[src/sv/pdev_pkg.sv]
// ----------------------------------------------------------------------------
// pdev_pkg - shared types and constants for the Poisson deviance accumulator
// Field widths, fixed-point constants and the core request/result bundles.
// ----------------------------------------------------------------------------
package pdev_pkg;

  localparam int VAL_W   = 32;            // Q16.16 count
  localparam int LOG_W   = 29;            // 5 integer + 24 fraction bits
  localparam int FRAC_W  = 24;
  localparam int TERM_W  = 38;            // largest per-bin term, Q22.16
  localparam int SUM_W   = 48;            // Q32.16
  localparam int BIN_W   = 8;
  localparam int MAX_BINS = 128;          // bins past this are not summed

  localparam logic [VAL_W-1:0] LN2_Q20 = 32'd726817;  // ln(2) * 2^20
  localparam logic [SUM_W-1:0] SUM_MAX = {SUM_W{1'b1}};

  // request from the bin sequencer into the term core
  typedef struct packed {
    logic             start;
    logic [VAL_W-1:0] pred;
    logic [VAL_W-1:0] obs;
  } pdev_req_t;

  // result from the term core
  typedef struct packed {
    logic              done;
    logic [TERM_W-1:0] term;
  } pdev_res_t;

endpackage

[src/sv/pdev_mul.sv]
// ----------------------------------------------------------------------------
// pdev_mul - shared 32x32 multiplier
// Unsigned multiply with the full product registered.
// ----------------------------------------------------------------------------
module pdev_mul (
  input  logic        clk,
  input  logic [31:0] a,
  input  logic [31:0] b,
  output logic [63:0] prod
);

  always_ff @(posedge clk) begin
    prod <= 64'(a) * 64'(b);
  end

endmodule

[src/sv/pdev_core.sv]
// ----------------------------------------------------------------------------
// pdev_core - per-bin likelihood term
// Sequences two fixed-point log2 evaluations and the ln scaling through the
// shared multiplier; returns max(0, (pred-obs) + obs*ln(obs/pred)).
// ----------------------------------------------------------------------------
module pdev_core (
  input  logic                clk,
  input  logic                rst,
  input  pdev_pkg::pdev_req_t req,
  output pdev_pkg::pdev_res_t res
);
  import pdev_pkg::*;

  localparam logic [3:0] C_IDLE = 4'd0;
  localparam logic [3:0] C_NORM = 4'd1;   // binary normalize, 5 steps
  localparam logic [3:0] C_SQ   = 4'd2;   // 24 squarings, one per cycle
  localparam logic [3:0] C_DIFF = 4'd3;
  localparam logic [3:0] C_MA   = 4'd4;   // obs * |D|
  localparam logic [3:0] C_MB   = 4'd5;   // low part * ln2
  localparam logic [3:0] C_MC   = 4'd6;   // high part * ln2
  localparam logic [3:0] C_MD   = 4'd7;   // combine and round
  localparam logic [3:0] C_FIN  = 4'd8;

  localparam logic [4:0] SQ_LAST = 5'(FRAC_W);

  logic [3:0]        state;
  logic [4:0]        cnt;
  logic              which;        // 0: log of obs, 1: log of pred
  logic [VAL_W-1:0]  x;
  logic [4:0]        p;
  logic [FRAC_W-1:0] frac;
  logic [LOG_W-1:0]  lg_obs;
  logic [LOG_W-1:0]  lg_pred;
  logic [VAL_W-1:0]  pred_r;
  logic [VAL_W-1:0]  obs_r;
  logic              neg;
  logic [LOG_W-1:0]  mag;
  logic [8:0]        thi;
  logic [51:0]       acc;
  logic [36:0]       lp;
  logic [TERM_W-1:0] term;
  logic              done;

  logic [31:0]       mul_a;
  logic [31:0]       mul_b;
  logic [63:0]       prod;
  logic [31:0]       m_sq;
  logic [LOG_W:0]    d;
  logic [60:0]       lp_sum;
  logic [38:0]       diff;
  logic [38:0]       tsum;

  pdev_mul u_mul (
    .clk  (clk),
    .a    (mul_a),
    .b    (mul_b),
    .prod (prod)
  );

  // squared mantissa back to Q1.31; top bit set means it reached 2.0
  assign m_sq   = prod[63] ? prod[63:32] : prod[62:31];
  assign d      = {1'b0, lg_obs} - {1'b0, lg_pred};
  assign lp_sum = {9'b0, acc} + {prod[28:0], 32'b0} + 61'(1 << 23);
  assign diff   = {7'b0, pred_r} - {7'b0, obs_r};
  assign tsum   = neg ? (diff - {2'b0, lp}) : (diff + {2'b0, lp});

  always_comb begin
    case (state)
      C_SQ: begin
        mul_a = (cnt == 5'd0) ? x : m_sq;
        mul_b = (cnt == 5'd0) ? x : m_sq;
      end
      C_MA: begin
        mul_a = obs_r;
        mul_b = {3'b0, mag};
      end
      C_MB: begin
        mul_a = prod[51:20];
        mul_b = LN2_Q20;
      end
      C_MC: begin
        mul_a = {23'b0, thi};
        mul_b = LN2_Q20;
      end
      default: begin
        mul_a = '0;
        mul_b = '0;
      end
    endcase
  end

  always_ff @(posedge clk) begin
    if (rst) begin
      state <= C_IDLE;
      done  <= 1'b0;
    end else begin
      done <= 1'b0;
      case (state)
        C_IDLE: begin
          if (req.start) begin
            pred_r <= req.pred;
            obs_r  <= req.obs;
            if (req.obs == '0) begin
              term <= TERM_W'(req.pred);
              done <= 1'b1;
            end else begin
              x     <= req.obs;
              p     <= 5'd31;
              cnt   <= '0;
              which <= 1'b0;
              state <= C_NORM;
            end
          end
        end
        C_NORM: begin
          case (cnt)
            5'd0: if (x[31:16] == '0) begin x <= x << 16; p <= p - 5'd16; end
            5'd1: if (x[31:24] == '0) begin x <= x << 8;  p <= p - 5'd8;  end
            5'd2: if (x[31:28] == '0) begin x <= x << 4;  p <= p - 5'd4;  end
            5'd3: if (x[31:30] == '0) begin x <= x << 2;  p <= p - 5'd2;  end
            default: if (!x[31]) begin x <= x << 1; p <= p - 5'd1; end
          endcase
          if (cnt == 5'd4) begin
            cnt   <= '0;
            frac  <= '0;
            state <= C_SQ;
          end else begin
            cnt <= cnt + 5'd1;
          end
        end
        C_SQ: begin
          if (cnt != 5'd0) begin
            frac <= {frac[FRAC_W-2:0], prod[63]};
          end
          if (cnt == SQ_LAST) begin
            if (!which) begin
              lg_obs <= {p, frac[FRAC_W-2:0], prod[63]};
              which  <= 1'b1;
              x      <= pred_r;
              p      <= 5'd31;
              cnt    <= '0;
              state  <= C_NORM;
            end else begin
              lg_pred <= {p, frac[FRAC_W-2:0], prod[63]};
              state   <= C_DIFF;
            end
          end else begin
            cnt <= cnt + 5'd1;
          end
        end
        C_DIFF: begin
          neg   <= d[LOG_W];
          mag   <= d[LOG_W] ? LOG_W'(-d) : d[LOG_W-1:0];
          state <= C_MA;
        end
        C_MA: state <= C_MB;
        C_MB: begin
          thi   <= prod[60:52];
          state <= C_MC;
        end
        C_MC: begin
          acc   <= prod[51:0];
          state <= C_MD;
        end
        C_MD: begin
          lp    <= lp_sum[60:24];
          state <= C_FIN;
        end
        C_FIN: begin
          term  <= tsum[38] ? '0 : tsum[TERM_W-1:0];  // rounding can dip below zero
          done  <= 1'b1;
          state <= C_IDLE;
        end
        default: state <= C_IDLE;
      endcase
    end
  end

  assign res.done = done;
  assign res.term = term;

endmodule

[src/sv/poisson_deviance_accumulator.sv]
// ----------------------------------------------------------------------------
// poisson_deviance_accumulator - Poisson log-likelihood-ratio chi-square
//
// Takes one histogram bin per input beat (predicted and observed counts,
// Q16.16) and sums (pred-obs) + obs*ln(obs/pred) over bins numbered from
// first_bin up to 128 with a nonzero prediction; a zero observation adds pred.
// The beat flagged tlast emits 2*sum as Q32.16 on the output, clamped to all
// ones with tuser set on overflow, then clears the sum and restarts bin
// numbering at 1. One bin is handled at a time: a bin that gets a log term
// runs two log2 evaluations (5 normalize steps plus a run of squarings each)
// on the single shared 32x32 multiplier, then a difference step, the multiply
// and round steps, the term step, the handoff and the accumulate before the
// next beat is taken; a skipped bin goes straight to the accumulate, and one
// with a zero observation first gets pred back from the core. A last bin
// then passes a handoff to the output register. A result waiting on the
// output does not stop the next bins; only a second last bin waits for it.
// first_bin may be written whenever the block is idle; cfg_ready is always high.
// ----------------------------------------------------------------------------
module poisson_deviance_accumulator (
  input  logic        clk,
  input  logic        rst,
  // configuration: first_bin
  input  logic        cfg_valid,
  output logic        cfg_ready,
  input  logic [7:0]  cfg_data,
  // bin input
  input  logic        s_tvalid,
  output logic        s_tready,
  input  logic [63:0] s_tdata,    // [31:0] pred_value, [63:32] obs_value
  input  logic        s_tlast,    // last_bin
  // result output
  output logic        m_tvalid,
  input  logic        m_tready,
  output logic [47:0] m_tdata,    // [47:0] deviance
  output logic [0:0]  m_tuser     // [0] saturated
);
  import pdev_pkg::*;

  localparam logic [1:0] S_IDLE = 2'd0;  // waiting for a bin
  localparam logic [1:0] S_RUN  = 2'd1;  // term core busy
  localparam logic [1:0] S_ADD  = 2'd2;  // accumulate term
  localparam logic [1:0] S_EMIT = 2'd3;  // hand result to output register

  logic [1:0]        state;
  logic [BIN_W-1:0]  first_bin;
  logic [BIN_W-1:0]  bin_number;
  logic [SUM_W-1:0]  sum;
  logic              ovf;
  logic              last_r;
  logic [TERM_W-1:0] term_r;

  logic              in_beat;
  logic              take_bin;
  logic              emit;
  logic [SUM_W:0]    sum_ext;
  pdev_req_t         core_req;
  pdev_res_t         core_res;

  assign cfg_ready = 1'b1;
  assign s_tready  = (state == S_IDLE);
  assign in_beat   = s_tvalid && s_tready;

  // output register free, or freed by a beat this cycle
  assign emit = (state == S_EMIT) && (!m_tvalid || m_tready);

  // bins are numbered from 1, so a first_bin of zero behaves like one
  assign take_bin = (bin_number >= first_bin) &&
                    (32'(bin_number) <= 32'(MAX_BINS)) &&
                    (s_tdata[31:0] != '0);

  assign core_req.start = in_beat && take_bin;
  assign core_req.pred  = s_tdata[31:0];
  assign core_req.obs   = s_tdata[63:32];

  pdev_core u_core (
    .clk (clk),
    .rst (rst),
    .req (core_req),
    .res (core_res)
  );

  assign sum_ext = {1'b0, sum} + {{(SUM_W + 1 - TERM_W){1'b0}}, term_r};

  always_ff @(posedge clk) begin
    if (rst) begin
      first_bin <= 8'd1;
    end else if (cfg_valid && cfg_ready) begin
      first_bin <= cfg_data;
    end
  end

  always_ff @(posedge clk) begin
    if (rst) begin
      state      <= S_IDLE;
      bin_number <= 8'd1;
      sum        <= '0;
      ovf        <= 1'b0;
      m_tvalid   <= 1'b0;
    end else begin
      if (emit) begin
        m_tvalid <= 1'b1;
      end else if (m_tvalid && m_tready) begin
        m_tvalid <= 1'b0;
      end
      case (state)
        S_IDLE: begin
          if (in_beat) begin
            last_r <= s_tlast;
            term_r <= '0;
            if (bin_number != 8'hFF) begin
              bin_number <= bin_number + 8'd1;
            end
            state <= take_bin ? S_RUN : S_ADD;
          end
        end
        S_RUN: begin
          if (core_res.done) begin
            term_r <= core_res.term;
            state  <= S_ADD;
          end
        end
        S_ADD: begin
          if (sum_ext[SUM_W]) begin
            sum <= SUM_MAX;
            ovf <= 1'b1;
          end else begin
            sum <= sum_ext[SUM_W-1:0];
          end
          state <= last_r ? S_EMIT : S_IDLE;
        end
        S_EMIT: begin
          // wait only if an earlier result is still unclaimed
          if (emit) begin
            m_tdata    <= sum[SUM_W-1] ? SUM_MAX : {sum[SUM_W-2:0], 1'b0};
            m_tuser[0] <= ovf || sum[SUM_W-1];
            sum        <= '0;
            ovf        <= 1'b0;
            bin_number <= 8'd1;
            state      <= S_IDLE;
          end
        end
        default: state <= S_IDLE;
      endcase
    end
  end

  // term core only reports while the sequencer waits for it
  a_done_in_run: assert property (@(posedge clk) disable iff (rst)
    core_res.done |-> (state == S_RUN))
    else $error("term core finished outside the run state");

  // one bin at a time
  a_one_bin: assert property (@(posedge clk) disable iff (rst)
    in_beat |=> !s_tready)
    else $error("input taken while a bin is in flight");

  // the overflow mark only stands on a clamped sum
  a_ovf_clamped: assert property (@(posedge clk) disable iff (rst)
    ovf |-> (sum == SUM_MAX))
    else $error("overflow mark set on an unclamped sum");

  a_bin_nonzero: assert property (@(posedge clk) disable iff (rst)
    bin_number != '0)
    else $error("bin number reached zero");

endmodule
[config.mk]
export PLATFORM = sky130hd
export DESIGN_NAME = poisson_deviance_accumulator
export DESIGN_NICKNAME = d
export VERILOG_FILES = /design/src/sv/pdev_pkg.sv /design/src/sv/pdev_mul.sv /design/src/sv/pdev_core.sv /design/src/sv/poisson_deviance_accumulator.sv
export SDC_FILE = /design/constraint.sdc
export NUM_CORES = 2
export LEC_CHECK = 0
export BUFFER_PORTS_ARGS = -buffer_cell sky130_fd_sc_hd__buf_2
export CORE_MARGIN = 2
export CORE_UTILIZATION = 45
export CTS_CLUSTER_SIZE = 24
export DETAILED_ROUTE_END_ITERATION = 10
export HOLD_SLACK_MARGIN = 0.12
export PLACE_DENSITY = 0.57
export SKIP_CTS_REPAIR_TIMING = 1
export SYNTH_ARGS = -nofsm -noshare
export SYNTH_HDL_FRONTEND = slang
export SYNTH_SLANG_ARGS = --single-unit
[constraint.sdc]
create_clock -name clk -period 12.8 [get_ports clk]
set_input_delay 0.64 -clock clk [delete_from_list [all_inputs] [get_ports clk]]
set_output_delay 0.64 -clock clk [all_outputs]
set_load 0.005 [all_outputs]
==> reports/qor.txt <==
Worst Path Max Fanout -> 37
nets -> 8,116
Cells after Synth -> 6,704
1st-iter DRT viols -> 4,451
final critical-path share of the clock period -> 0.888
final hold slack -> 0.178 ns
top routing layer in use -> met5
hold crit path type -> input pin to flop
Worst Setup Start Kind -> flop
Max Transition Viols Final -> 0
total die area -> 143,000 sq um
M1 WL -> 90.6 mm
Yosys warning count -> 0
Bufs on Longest Clock Path -> 3
Residual DRC -> 0
drt wl/cell -> 25.1 microns
Clock Sinks -> 556
most frequent cells in the layout -> inv_1, fa_1, nor2_1, nand2_1, ha_1
grt total ovfl -> 0
dpl hpwl -> 170 mm
Routed Antenna Nets -> 0
Ports -> 130
Setup CP Type -> flop to flop
Buf/Inv on CP -> 4
final wirelength -> 217 mm
Mean Syn Cell Area -> 9.42 sq um
Pwr Total -> 4.99 mW
peak supply drop -> 0.110 mV
vias in the first global route -> 48.9k
largest net degree at the start of global routing -> 65
Post-synth EDFFs -> 419
RSZ-0062 raised after global routing -> false
vias per std cell -> 5.71
outcome -> finished, final reports clean
Slew @ Worst Pin -> 1.45 ns
antenna violations before repair -> 24
relative slew slack -> 0.0332
core box area -> 139,000 sq um
# setup viols final -> 0
instance count on the critical path -> 30
TritonCTS clock tree -> yes
share of layout cells above drive strength 1 -> 0.0744
Port Buffers -> 128
Met3 Wirelength -> 21.3 mm
CTS Buf Count -> 61
CP required -> 13.38 ns
Cell Pwr Density -> 72.9 nW/um^2
Hold Vio Cnt, Final -> 0
sequential area share after synthesis -> 0.243
Critical Path End -> u_core.u_mul.prod[60]
first-pass GRT wire length -> 320 mm
Post-Route Setup TNS -> 0 ns
Die Ht -> 379 microns
depth of the worst register-to-register path -> 30
clk slew on worst S/H paths -> 0.06 ns
area of the mapped netlist -> 63,200 sq um
depth of the CTS H-tree -> 2
commonest non-fill, non-tap cell in the layout -> inv_1
GP Congestion -> 1.02
FP Rows -> 137
worst reg2reg endpoint -> u_core.u_mul.prod[60]
Synth Register Bits -> 556
Tot GR Track Use -> 0.303
worst skew pair latency -> 0.66 ns
minimum clock period -> 11.37 ns
setup slack, reg-to-reg -> 1.43 ns
max-cap violation count -> 0
Initial Util -> 0.453
met2 wire len -> 95.0 mm
LEAKAGE -> 30.4 nW
Critical-path top delay cell -> a221oi_4
via count -> 49.3k
P&R area growth vs syn -> 8.24%
Die X -> 379 microns
Crit path top cell by count -> fa_1
Cell variety after synth -> 99
Setup Skew -> 0.0125 ns
Fmax -> 0.0879 GHz
crit end category -> flop
delay-heaviest family, CP -> adder cells
clock root cell -> clkbuf_16
syn_nets -> 8,123
Post-synth top flop -> edfxtp_1
Async S/R FF share, synth -> 0
slowest stage delay, CP -> 0.99 ns
Critical Path AT -> 11.96 ns
DRT Pass-1 Iters -> 6
crit path from -> u_core.cnt[2]
Worst R2R Start -> u_core.cnt[2]
[layout make-up]
cell class	count	area [sq um]
Antenna cell	18	45.0
Clock buffer	71	1600
Clock inverter	45	482
Fill cell	13183	71000
Inverter	997	3740
Multi-Input combinational cell	4836	43300
Sequential cell	556	15300
Tap cell	1876	2350
Timing Repair Buffer	245	1520
[registers in the layout, indices dropped and copies added, names as in the netlist, 32 cells and up]
name	count
m_tdata	48
u_core.lp	37
term_r	38
u_core.u_mul.prod	64
sum	48
u_core.pred_r	32
u_core.x	32
u_core.term	38
u_core.obs_r	32
[report_power, final]
group          total, mW  switching, mW  internal, mW  leakage (nW)
combinational      0.956          0.631         0.325          24.4
sequential          2.19          0.126          2.06          4.92
clock               1.84          0.782          1.06          1.00
[cell families after synthesis]
kind of cell             count (synthesis)  share of synthesized area
AND/OR/NAND/NOR                       2032                      0.140
multiplexers                            51                    0.00808
other                                    1                  0.0000594
buffers and inverters                 1312                     0.0788
flip-flops                             556                      0.243
AO/OA/AOI/OAI                         1127                      0.118
XOR/XNOR                               284                     0.0395
adder cells (fa/ha/maj)               1341                      0.373
[synth_stat cells (all sizes together), types with 46 or more instances]
cell type / instances / area [sq um]
nor2: 805 / 3020
edfxtp: 419 / 12600
o31ai: 46 / 370
or2: 57 / 359
nand2b: 51 / 319
and2: 81 / 507
dfxtp: 137 / 2740
a21o: 122 / 916
a221oi: 49 / 460
clkbuf: 275 / 1030
nand2: 722 / 2710
o21ai: 222 / 1120
nor3: 55 / 280
fa: 900 / 18000
xnor2: 200 / 1750
xor2: 84 / 743
mux2i: 51 / 510
nor2b: 46 / 288
inv: 994 / 3730
nand3: 62 / 315
ha: 441 / 5520
a21oi: 314 / 1590
a22oi: 56 / 420
a211oi: 53 / 413
[stage by stage]
step,cell area (sq um),instances,util,setup slack (ns)
after global routing,68300,8627,0.490,1.02
after floorplan,63200,6704,-,3.92
final,68400,8644,0.491,1.43
after CTS,68300,8626,0.490,1.64
after detailed placement,66200,8510,0.475,1.67
after global placement,66200,8510,0.475,1.81
[routing by layer]
metal | vias up | GRT usage
li1 | 21907 | -
met1 | 24875 | 0.419
met2 | 2134 | 0.463
met3 | 408 | 0.0700
met4 | 8 | 0.111
met5 | - | 0
[worst min-delay path by stage]
stage | from | end | cells past startpoint
after floorplan | u_core.frac[22] | u_core.lg_obs[23] | 0
after global placement | u_core.frac[22] | u_core.lg_pred[23] | 0
after detailed placement | u_core.frac[22] | u_core.lg_obs[23] | 0
after CTS | s_tlast | last_r | 1
after global routing | s_tlast | last_r | 1
final | s_tlast | last_r | 1
No activity file was read; power rests on OpenSTA's default activity.
